===== src/rtl/rhv_pkg.sv =====
// ----------------------------------------------------------------------------
// rhv_pkg
// Shared types, constants and lookup functions of the request header validator
// ----------------------------------------------------------------------------
package rhv_pkg;

    localparam int unsigned MAX_LEN    = 4096;
    localparam int unsigned CNT_W      = $clog2(MAX_LEN + 1);
    localparam int unsigned FIELD_W    = 12;
    localparam int unsigned SCHEME_LEN = 7;
    localparam int unsigned METHOD_LEN = 3;

    localparam logic [FIELD_W-1:0] FIELD_MAX = '1;

    localparam logic [7:0] CHR_NUL   = 8'h00;
    localparam logic [7:0] CHR_SPACE = 8'h20;
    localparam logic [7:0] CHR_SLASH = 8'h2F;
    localparam logic [7:0] CHR_CR    = 8'h0D;
    localparam logic [7:0] CHR_LF    = 8'h0A;

    // token counter codes
    localparam logic [2:0] TOKEN_SCHEME = 3'd0;
    localparam logic [2:0] TOKEN_METHOD = 3'd1;
    localparam logic [2:0] TOKEN_PATH   = 3'd2;
    localparam logic [2:0] TOKEN_FULL   = 3'd3;
    localparam logic [2:0] TOKEN_OVER   = 3'd4;

    localparam logic [1:0] HOLD_FULL = 2'd3;

    typedef struct packed {
        logic [7:0] data_byte;
        logic       last_byte;
    } t_req;

    typedef struct packed {
        logic valid;
        t_req req;
    } t_req_stage;

    typedef struct packed {
        logic               done_res;
        logic               accepted;
        logic [FIELD_W-1:0] path_start;
        logic [FIELD_W-1:0] path_length;
    } t_res;

    typedef struct packed {
        logic [2:0][7:0]    hold_line;
        logic [1:0]         hold_count;
        logic               terminator_seen;
        logic               text_ended;
        logic               failed;
        logic [CNT_W-1:0]   byte_count;
        logic [2:0]         token_count;
        logic               inside_token;
        logic [2:0]         match_position;
        logic               match_good;
        logic [FIELD_W-1:0] path_offset;
        logic [FIELD_W-1:0] path_count;
    } t_state;

    localparam t_state STATE_RESET = '{
        hold_line:       '0,
        hold_count:      '0,
        terminator_seen: 1'b0,
        text_ended:      1'b0,
        failed:          1'b0,
        byte_count:      '0,
        token_count:     '0,
        inside_token:    1'b0,
        match_position:  '0,
        match_good:      1'b1,
        path_offset:     '0,
        path_count:      '0
    };

    function automatic logic [7:0] scheme_char(input logic [2:0] idx);
        logic [7:0] c;
        case (idx)
            3'd0:    c = 8'h47;
            3'd1:    c = 8'h45;
            3'd2:    c = 8'h54;
            3'd3:    c = 8'h46;
            3'd4:    c = 8'h49;
            3'd5:    c = 8'h4C;
            3'd6:    c = 8'h45;
            default: c = 8'h00;
        endcase
        return c;
    endfunction

    function automatic logic [7:0] method_char(input logic [2:0] idx);
        logic [7:0] c;
        case (idx)
            3'd0:    c = 8'h47;
            3'd1:    c = 8'h45;
            3'd2:    c = 8'h54;
            default: c = 8'h00;
        endcase
        return c;
    endfunction

endpackage


===== src/rtl/rhv_if.sv =====
// ----------------------------------------------------------------------------
// rhv_req_if / rhv_res_if
// Valid/ready channels carrying request bytes in and verdict items out
// ----------------------------------------------------------------------------
interface rhv_req_if;
    logic       valid;
    logic       ready;
    logic [7:0] data_byte;
    logic       last_byte;

    modport source (output valid, output data_byte, output last_byte, input ready);
    modport sink   (input valid, input data_byte, input last_byte, output ready);
endinterface

interface rhv_res_if;
    logic        valid;
    logic        ready;
    logic        done_res;
    logic        accepted;
    logic [11:0] path_start;
    logic [11:0] path_length;

    modport source (output valid, output done_res, output accepted,
                    output path_start, output path_length, input ready);
    modport sink   (input valid, input done_res, input accepted,
                    input path_start, input path_length, output ready);
endinterface


===== src/rtl/rhv_in_stage.sv =====
// ----------------------------------------------------------------------------
// rhv_in_stage
// Input register for request bytes, refilled whenever the parser moves on
// ----------------------------------------------------------------------------
module rhv_in_stage (
    input  logic               i_clk,
    input  logic               i_rst_n,
    rhv_req_if.sink            i_req,
    input  logic               i_advance,
    output rhv_pkg::t_req_stage o_stage
);
    import rhv_pkg::*;

    logic r_valid;
    t_req r_req;
    logic load;

    assign load        = !r_valid || i_advance;
    assign i_req.ready = load;

    always_ff @(posedge i_clk) begin
        if (!i_rst_n) begin
            r_valid <= 1'b0;
        end else if (load) begin
            r_valid <= i_req.valid;
        end
    end

    always_ff @(posedge i_clk) begin
        if (load && i_req.valid) begin
            r_req.data_byte <= i_req.data_byte;
            r_req.last_byte <= i_req.last_byte;
        end
    end

    assign o_stage.valid = r_valid;
    assign o_stage.req   = r_req;

endmodule


===== src/rtl/rhv_parse.sv =====
// ----------------------------------------------------------------------------
// rhv_parse
// Per-byte message state: hold line, terminator search, tokenizer and verdict
// ----------------------------------------------------------------------------
module rhv_parse (
    input  logic                i_clk,
    input  logic                i_rst_n,
    input  rhv_pkg::t_req_stage i_stage,
    input  logic                i_advance,
    output rhv_pkg::t_res       o_res
);
    import rhv_pkg::*;

    function automatic t_state close_token(input t_state st);
        t_state r;
        r = st;
        if (r.inside_token) begin
            if (r.token_count == TOKEN_SCHEME &&
                !(r.match_good && r.match_position == 3'(SCHEME_LEN))) begin
                r.failed = 1'b1;
            end
            if (r.token_count == TOKEN_METHOD &&
                !(r.match_good && r.match_position == 3'(METHOD_LEN))) begin
                r.failed = 1'b1;
            end
            r.inside_token = 1'b0;
            if (r.token_count < TOKEN_OVER) begin
                r.token_count = r.token_count + 3'd1;
            end
        end
        return r;
    endfunction

    function automatic t_state feed_byte(input t_state st, input logic [7:0] ch,
                                         input logic [FIELD_W-1:0] off);
        t_state r;
        r = st;
        if (ch == CHR_SPACE) begin
            r = close_token(r);
        end else begin
            if (!r.inside_token) begin
                r.inside_token   = 1'b1;
                r.match_position = '0;
                r.match_good     = 1'b1;
                if (r.token_count >= TOKEN_FULL) begin
                    r.failed = 1'b1;
                end
                if (r.token_count == TOKEN_PATH) begin
                    if (ch != CHR_SLASH) begin
                        r.failed = 1'b1;
                    end
                    r.path_offset = off;
                    r.path_count  = '0;
                end
            end
            case (r.token_count)
                TOKEN_SCHEME: begin
                    if (r.match_position < 3'(SCHEME_LEN) &&
                        ch == scheme_char(r.match_position)) begin
                        r.match_position = r.match_position + 3'd1;
                    end else begin
                        r.match_good = 1'b0;
                    end
                end
                TOKEN_METHOD: begin
                    if (r.match_position < 3'(METHOD_LEN) &&
                        ch == method_char(r.match_position)) begin
                        r.match_position = r.match_position + 3'd1;
                    end else begin
                        r.match_good = 1'b0;
                    end
                end
                TOKEN_PATH: begin
                    if (r.path_count < FIELD_MAX) begin
                        r.path_count = r.path_count + FIELD_W'(1);
                    end
                end
                default: ;
            endcase
        end
        return r;
    endfunction

    t_state             r_state;
    t_state             n_state;
    t_res               n_res;
    logic               take;
    logic [7:0]         b;
    logic [CNT_W-1:0]   pos_m3;
    logic [31:0]        pos_wide;
    logic [FIELD_W-1:0] feed_off;
    logic               term_hit;
    logic               ok;

    assign take = i_stage.valid && i_advance;
    assign b    = i_stage.req.data_byte;

    // offset of the oldest held byte, saturated to the field width
    assign pos_m3   = r_state.byte_count - CNT_W'(3);
    assign pos_wide = 32'(pos_m3);
    assign feed_off = (pos_wide > 32'(FIELD_MAX)) ? FIELD_MAX : pos_wide[FIELD_W-1:0];

    assign term_hit = r_state.hold_line[0] == CHR_CR && r_state.hold_line[1] == CHR_LF &&
                      r_state.hold_line[2] == CHR_CR && b == CHR_LF;

    always_comb begin
        n_state = r_state;
        n_res   = '0;
        ok      = 1'b0;
        if (take) begin
            if (32'(r_state.byte_count) < 32'(MAX_LEN)) begin
                n_state.byte_count = r_state.byte_count + CNT_W'(1);
            end else begin
                n_state.failed = 1'b1;
            end

            if (!r_state.text_ended) begin
                if (b == CHR_NUL) begin
                    n_state.text_ended = 1'b1;
                end else if (r_state.terminator_seen) begin
                    n_state.failed = 1'b1;
                end else if (r_state.hold_count == HOLD_FULL) begin
                    if (term_hit) begin
                        n_state.terminator_seen = 1'b1;
                        n_state.hold_count      = '0;
                    end else begin
                        n_state = feed_byte(n_state, r_state.hold_line[0], feed_off);
                        n_state.hold_line[0] = r_state.hold_line[1];
                        n_state.hold_line[1] = r_state.hold_line[2];
                        n_state.hold_line[2] = b;
                    end
                end else begin
                    case (r_state.hold_count)
                        2'd0:    n_state.hold_line[0] = b;
                        2'd1:    n_state.hold_line[1] = b;
                        default: n_state.hold_line[2] = b;
                    endcase
                    n_state.hold_count = r_state.hold_count + 2'd1;
                end
            end

            if (i_stage.req.last_byte) begin
                n_state = close_token(n_state);
                ok = !n_state.failed && n_state.terminator_seen &&
                     n_state.token_count == TOKEN_FULL;
                n_res.done_res    = 1'b1;
                n_res.accepted    = ok;
                n_res.path_start  = ok ? n_state.path_offset : '0;
                n_res.path_length = ok ? n_state.path_count : '0;
                n_state = STATE_RESET;
            end
        end
    end

    always_ff @(posedge i_clk) begin
        if (!i_rst_n) begin
            r_state <= STATE_RESET;
        end else begin
            r_state <= n_state;
        end
    end

    assign o_res = n_res;

endmodule


===== src/rtl/rhv_out_stage.sv =====
// ----------------------------------------------------------------------------
// rhv_out_stage
// Result register holding one verdict item until the sink takes it
// ----------------------------------------------------------------------------
module rhv_out_stage (
    input  logic                i_clk,
    input  logic                i_rst_n,
    input  logic                i_valid,
    input  rhv_pkg::t_res       i_res,
    output logic                o_advance,
    rhv_res_if.source           o_res
);
    import rhv_pkg::*;

    logic r_valid;
    t_res r_res;

    assign o_advance = !r_valid || o_res.ready;

    always_ff @(posedge i_clk) begin
        if (!i_rst_n) begin
            r_valid <= 1'b0;
        end else if (o_advance) begin
            r_valid <= i_valid;
        end
    end

    always_ff @(posedge i_clk) begin
        if (o_advance && i_valid) begin
            r_res <= i_res;
        end
    end

    assign o_res.valid       = r_valid;
    assign o_res.done_res    = r_res.done_res;
    assign o_res.accepted    = r_res.accepted;
    assign o_res.path_start  = r_res.path_start;
    assign o_res.path_length = r_res.path_length;

endmodule


===== src/rtl/request_header_validator.sv =====
// ----------------------------------------------------------------------------
// request_header_validator
// Checks a byte-wise request message and reports verdict and path location
// ----------------------------------------------------------------------------
//  channel  | dir | payload                                      | item
//  i_req    | in  | data_byte[7:0], last_byte                    | one message byte
//  o_res    | out | done_res, accepted, path_start, path_length  | one result per byte
//
//  one byte per clock while o_res does not stall; each taken byte passes the input
//  register, then the result register, which holds its result until it is accepted
//  synchronous active-low reset clears the message state and both stage valids
//  a stall on o_res holds the result register and backs up through the input
//  register; bytes keep flowing while the result register drains
// ----------------------------------------------------------------------------
module request_header_validator (
    input  logic      i_clk,
    input  logic      i_rst_n,
    rhv_req_if.sink   i_req,
    rhv_res_if.source o_res
);
    import rhv_pkg::*;

    t_req_stage stage;
    t_res       res;
    logic       advance;

    rhv_in_stage u_in_stage (
        .i_clk     (i_clk),
        .i_rst_n   (i_rst_n),
        .i_req     (i_req),
        .i_advance (advance),
        .o_stage   (stage)
    );

    rhv_parse u_parse (
        .i_clk     (i_clk),
        .i_rst_n   (i_rst_n),
        .i_stage   (stage),
        .i_advance (advance),
        .o_res     (res)
    );

    rhv_out_stage u_out_stage (
        .i_clk     (i_clk),
        .i_rst_n   (i_rst_n),
        .i_valid   (stage.valid),
        .i_res     (res),
        .o_advance (advance),
        .o_res     (o_res)
    );

`ifndef SYNTHESIS
    a_reset_empty: assert property (@(posedge i_clk)
        !i_rst_n |=> !o_res.valid)
        else $error("result valid straight after reset");

    a_verdict_only_done: assert property (@(posedge i_clk) disable iff (!i_rst_n)
        o_res.valid && !o_res.done_res |->
            !o_res.accepted && o_res.path_start == '0 && o_res.path_length == '0)
        else $error("verdict fields set on a non-final item");

    a_path_nonempty: assert property (@(posedge i_clk) disable iff (!i_rst_n)
        o_res.valid && o_res.accepted |-> o_res.path_length != '0)
        else $error("accepted message with empty path");

    a_stage_moves: assert property (@(posedge i_clk) disable iff (!i_rst_n)
        stage.valid && advance |=> o_res.valid)
        else $error("parsed item lost before result register");
`endif

endmodule

===== src/flat_wrapper.sv =====
// flat-port wrapper written by rule: the top's interface ports become plain ports
module request_header_validator_flat import rhv_pkg::*;
  (i_clk, i_rst_n, i_req_valid, i_req_data_byte, i_req_last_byte, i_req_ready, o_res_valid, o_res_done_res, o_res_accepted, o_res_path_start, o_res_path_length, o_res_ready);
  rhv_req_if i_req_i ();
  rhv_res_if o_res_i ();
  input  logic i_clk;
  input  logic i_rst_n;
  input wire logic [$bits(i_req_i.valid)-1:0] i_req_valid;
  input wire logic [$bits(i_req_i.data_byte)-1:0] i_req_data_byte;
  input wire logic [$bits(i_req_i.last_byte)-1:0] i_req_last_byte;
  output wire logic [$bits(i_req_i.ready)-1:0] i_req_ready;
  output wire logic [$bits(o_res_i.valid)-1:0] o_res_valid;
  output wire logic [$bits(o_res_i.done_res)-1:0] o_res_done_res;
  output wire logic [$bits(o_res_i.accepted)-1:0] o_res_accepted;
  output wire logic [$bits(o_res_i.path_start)-1:0] o_res_path_start;
  output wire logic [$bits(o_res_i.path_length)-1:0] o_res_path_length;
  input wire logic [$bits(o_res_i.ready)-1:0] o_res_ready;
  assign i_req_i.valid = i_req_valid;
  assign i_req_i.data_byte = i_req_data_byte;
  assign i_req_i.last_byte = i_req_last_byte;
  assign i_req_ready = i_req_i.ready;
  assign o_res_valid = o_res_i.valid;
  assign o_res_done_res = o_res_i.done_res;
  assign o_res_accepted = o_res_i.accepted;
  assign o_res_path_start = o_res_i.path_start;
  assign o_res_path_length = o_res_i.path_length;
  assign o_res_i.ready = o_res_ready;
  request_header_validator u_core (.i_clk(i_clk), .i_rst_n(i_rst_n), .i_req(i_req_i), .o_res(o_res_i));
endmodule

===== config.mk =====
export PLATFORM = sky130hd
export DESIGN_NAME = request_header_validator_flat
export DESIGN_NICKNAME = d
export VERILOG_FILES = /design/src/rtl/rhv_pkg.sv /design/src/rtl/rhv_if.sv /design/src/rtl/rhv_in_stage.sv /design/src/rtl/rhv_parse.sv /design/src/rtl/rhv_out_stage.sv /design/src/rtl/request_header_validator.sv /design/src/flat_wrapper.sv
export SDC_FILE = /design/constraint.sdc
export NUM_CORES = 1
export LEC_CHECK = 0
export ABC_AREA = 1
export BUFFER_PORTS_ARGS = -buffer_cell sky130_fd_sc_hd__buf_2
export CAP_MARGIN = 20
export CORE_UTILIZATION = 63
export CTS_CLUSTER_DIAMETER = 100
export DETAILED_ROUTE_END_ITERATION = 10
export PLACE_DENSITY = 0.81
export SYNTH_ARGS = -nofsm -noshare
export SYNTH_HDL_FRONTEND = slang
export SYNTH_SLANG_ARGS = --single-unit

===== constraint.sdc =====
create_clock -name i_clk -period 5.6 [get_ports i_clk]
set_input_delay 1.12 -clock i_clk [delete_from_list [all_inputs] [get_ports i_clk]]
set_output_delay 1.12 -clock i_clk [all_outputs]
set_load 0.1 [all_outputs]

==> impl_metrics.csv <==
group,metric,value,unit
yosys,synth_warnings,0,
final_layout,regArea,2570,um2
final_layout,area_growth,6.16,%
timing,period_needed,3880,ps
yosys,synth_area_leaders,"dfxtp_1 (23%), edfxtp_1 (16%), nand2_1 (11%), a21oi_1 (7.5%), inv_1 (6.2%)",
final_layout,fin_nets,931,
final_layout,drive_gt1_frac,0.130,
clock_network,worst_skew_pair.late_latency,390,ps
worst_setup_path,start_kind,"register",
worst_hold_path,hp-class,"reg2reg",
clock_network,cts_tree,"yes",
place,io_buffers,40,
yosys,syn-mean-instance-area,7.35,um2
drt,num_vias,5665,
timing,fin_crit_sh,0.692,
final_layout,finish.instance_area,6880,um2
worst_setup_path,cp-end-kind,"register",
clock_network,post_cts_resized,0,
floorplanning,die_y,103,um
floorplanning,start_util,0.657,
floorplanning,die_x,103,um
yosys,yosys.cell_types.count,47,
pwr,ir_drop,212,uV
final_layout,fillCellCount,843,
timing,slew_viol_final,0,
job,max_cap_violations,0,
drt,detail-route-antenna-nets,0,
drt,drtIter0Drc,280,
timing,final.setup_skew,13.7,ps
clock_network,holdBufCountCts,0,
worst_setup_path,worstPathCellList,"ha_1 > inv_1 > nor4_2 > nand2_4 > inv_2 > nand3_1 > xor2_2 > inv_1 > ha_1 > nand3b_1 > nand2_1 > nand2_1 > nor2_2 > nand2_4 > nor2_1",
global_route,grt_overflow,0,
place,globalplace.congestion,0.914,
clock_network,path_clk_slew,90,ps
floorplanning,rows,36,
worst_setup_path,worstSetupPathType,"reg2reg",
timing,slew_headroom,0.364,
clock_network,cts_made_buffers,9,
global_route,first_global_vias,5137,
place,placed_area,6690,um2
yosys,async_flop_share,0,
final_layout,antenna_cells,0,
timing,setup_tns,0,ps
worst_setup_path,crit_fanout,30,
place,dp.cells,1026,
clock_network,h-tree-depth,3,
final_layout,fin_cells,1042,
drt,routed_wl,14.0,mm
timing,setup_viol,0,
global_route,grt_pass1_wl,23.6,mm
yosys,yosysSeqAreaShare,0.397,
drt,vias_per_cell,5.44,
clock_network,root_buffer,"clkbuf_8",
timing,fmax,0.258,GHz
yosys,synth_top_area_frac,0.235,
yosys,synthCells,881,
yosys,ys_seq_elements,111,
worst_setup_path,worst_path_max_delay_cell,"ha_1",
timing,rsz0062_at_grt,"no",
yosys,synth-edff-count,35,
timing,hold_viol,0,
clock_network,clk_path_buf_depth,2,
clock_network,cts_post_setup_buffers_inserted,0,
floorplanning,num_io_pins,41,
worst_setup_path,crit_path_max_incr_delay,810,ps
yosys,synth_flop_cell,"dfxtp_1",
drt,drc,0,
run_status,status,"complete, no violations",
yosys,synthesis.nets,908,
timing,worstMarginPinSlew,954,ps
drt,dr.pass1.iters,5,
yosys,netlist_area,6480,um2
drt,wire_per_inst,13.5,um
worst_setup_path,cp.required,5710,ps
worst_setup_path,r2r_slack,1720,ps
global_route,grt_max_degree,44,
final_layout,multi_input_area,3300,um2
final_layout,utilization,0.697,
floorplanning,coreArea,9860,um2
yosys,synth_top_area_cell,"dfxtp_1",
pwr,leakage,0.00265,uW
place,hpwl,10.2,mm
global_route,grt_usage,0.284,
pwr,p_per_area,225,nW/um2
worst_setup_path,arrival,3990,ps
floorplanning,dieArea,10700,um2
clock_network,cts.sinks,111,
global_route,antenna_found_initial,0,
through the flow:
| stage | power [uW] | hold slack, ps | setup WS [ps] |
|---|---|---|---|
| global route | 1610 | 495 | 1370 |
| finish | 1540 | 473 | 1720 |
| detailed placement | 1110 | 458 | 1780 |
| floorplan | 1060 | 441 | 2370 |
| CTS | 1550 | 474 | 1740 |
| global placement | 1100 | 449 | 1980 |
cells in the mapped netlist, types with 3 or more instances:
| master | n |
|---|---|
| dfxtp_1 | 76 |
| clkbuf_1 | 21 |
| nor2_1 | 97 |
| ha_1 | 14 |
| xor2_1 | 15 |
| nand2_1 | 187 |
| or2_2 | 3 |
| buf_4 | 3 |
| edfxtp_1 | 35 |
| nor4_1 | 3 |
| nand3_2 | 6 |
| inv_1 | 107 |
| a211oi_1 | 4 |
| o21ai_1 | 5 |
| nand4_1 | 25 |
| nand2_2 | 5 |
| a21oi_1 | 97 |
| nand3_1 | 46 |
| inv_2 | 5 |
| nor3_1 | 12 |
| xnor2_1 | 8 |
| buf_2 | 3 |
| or2_1 | 3 |
| nor2_2 | 7 |
| nor2_4 | 21 |
| nand2_4 | 5 |
| o21ai_0 | 40 |
where the power goes:
part	switching [uW]	internal [uW]
registers	18.0	859
clock network	260	193
logic	170	43.8
total	448	1100
path summary, 6_finish.rpt:
| kind | cells after the start | to | start |
|---|---|---|---|
| max | 15 | u_core.u_out_stage.o_res.path_length[3]$_SDFFCE_PN0P_ | u_core.u_parse.r_state[48]$_SDFFE_PN0P_ |
| min | 2 | u_core.u_parse.r_state[15]$_SDFFE_PN0P_ | u_core.u_parse.r_state[15]$_SDFFE_PN0P_ |
| max reg2reg | 15 | u_core.u_out_stage.o_res.path_length[3]$_SDFFCE_PN0P_ | u_core.u_parse.r_state[48]$_SDFFE_PN0P_ |
| min reg2reg | 2 | u_core.u_parse.r_state[15]$_SDFFE_PN0P_ | u_core.u_parse.r_state[15]$_SDFFE_PN0P_ |
sequential cells by signal, indices dropped and copies added (netlist names):
register	count
u_core.u_out_stage.o_res.done_res	1
u_core.u_out_stage.o_res.accepted	1
u_core.u_in_stage.r_valid	1
u_core.u_out_stage.o_res.path_length	12
u_core.u_out_stage.o_res.path_start	12
u_core.u_in_stage.o_stage	9
u_core.u_out_stage.o_res.valid	1
u_core.u_parse.r_state	74
metal layers:
layer  share of wire  track usage  vias up
met5               0            0        -
met4           0.015        0.101        0
met3           0.052       0.0531       22
met2            0.48        0.466      148
met1            0.46        0.374     2602
li1                -            -     2893
kinds of logic after synthesis:
| family | share of synthesized area |
|---|---|
| xor gates and xnor gates | 0.0336 |
| DFF | 0.397 |
| AOI/OAI and AO/OA | 0.126 |
| and+or+nand+nor | 0.322 |
| buffers and inverters | 0.0943 |
| adders and majority gates | 0.0270 |
critical path: cells and delay by family, from the launching register on:
| family | cells | cell delay, ps |
|---|---|---|
| AND/OR/NAND/NOR | 9 | 1460 |
| adder cells (fa/ha/maj) | 2 | 1090 |
| buffers and inverters | 3 | 440 |
| flip-flops | 1 | 380 |
| XOR/XNOR | 1 | 210 |
layout make-up:
type / count / share of cell area
clock inverters: 2 / 0.00237
flip-flops and latches: 111 / 0.374
repair buffers: 44 / 0.0335
multi-input cells: 624 / 0.479
clock buffers: 14 / 0.0242
inverters: 114 / 0.0622
well taps: 133 / 0.0242
cells in the final DEF (no fill, tap or decap), drive strengths merged, types with 4 or more instances in the layout:
| cell type | instances |
|---|---|
| xnor2 | 8 |
| a21oi | 98 |
| ha | 14 |
| dfxtp | 76 |
| inv | 112 |
| clkbuf | 14 |
| nor3 | 14 |
| o21ai | 47 |
| edfxtp | 35 |
| nand4 | 25 |
| nor4 | 4 |
| a211oi | 4 |
| buf | 44 |
| xor2 | 16 |
| nand3 | 52 |
| nor2 | 125 |
| nand2 | 197 |
| or2 | 6 |
(Power assumes the default switching activity.)
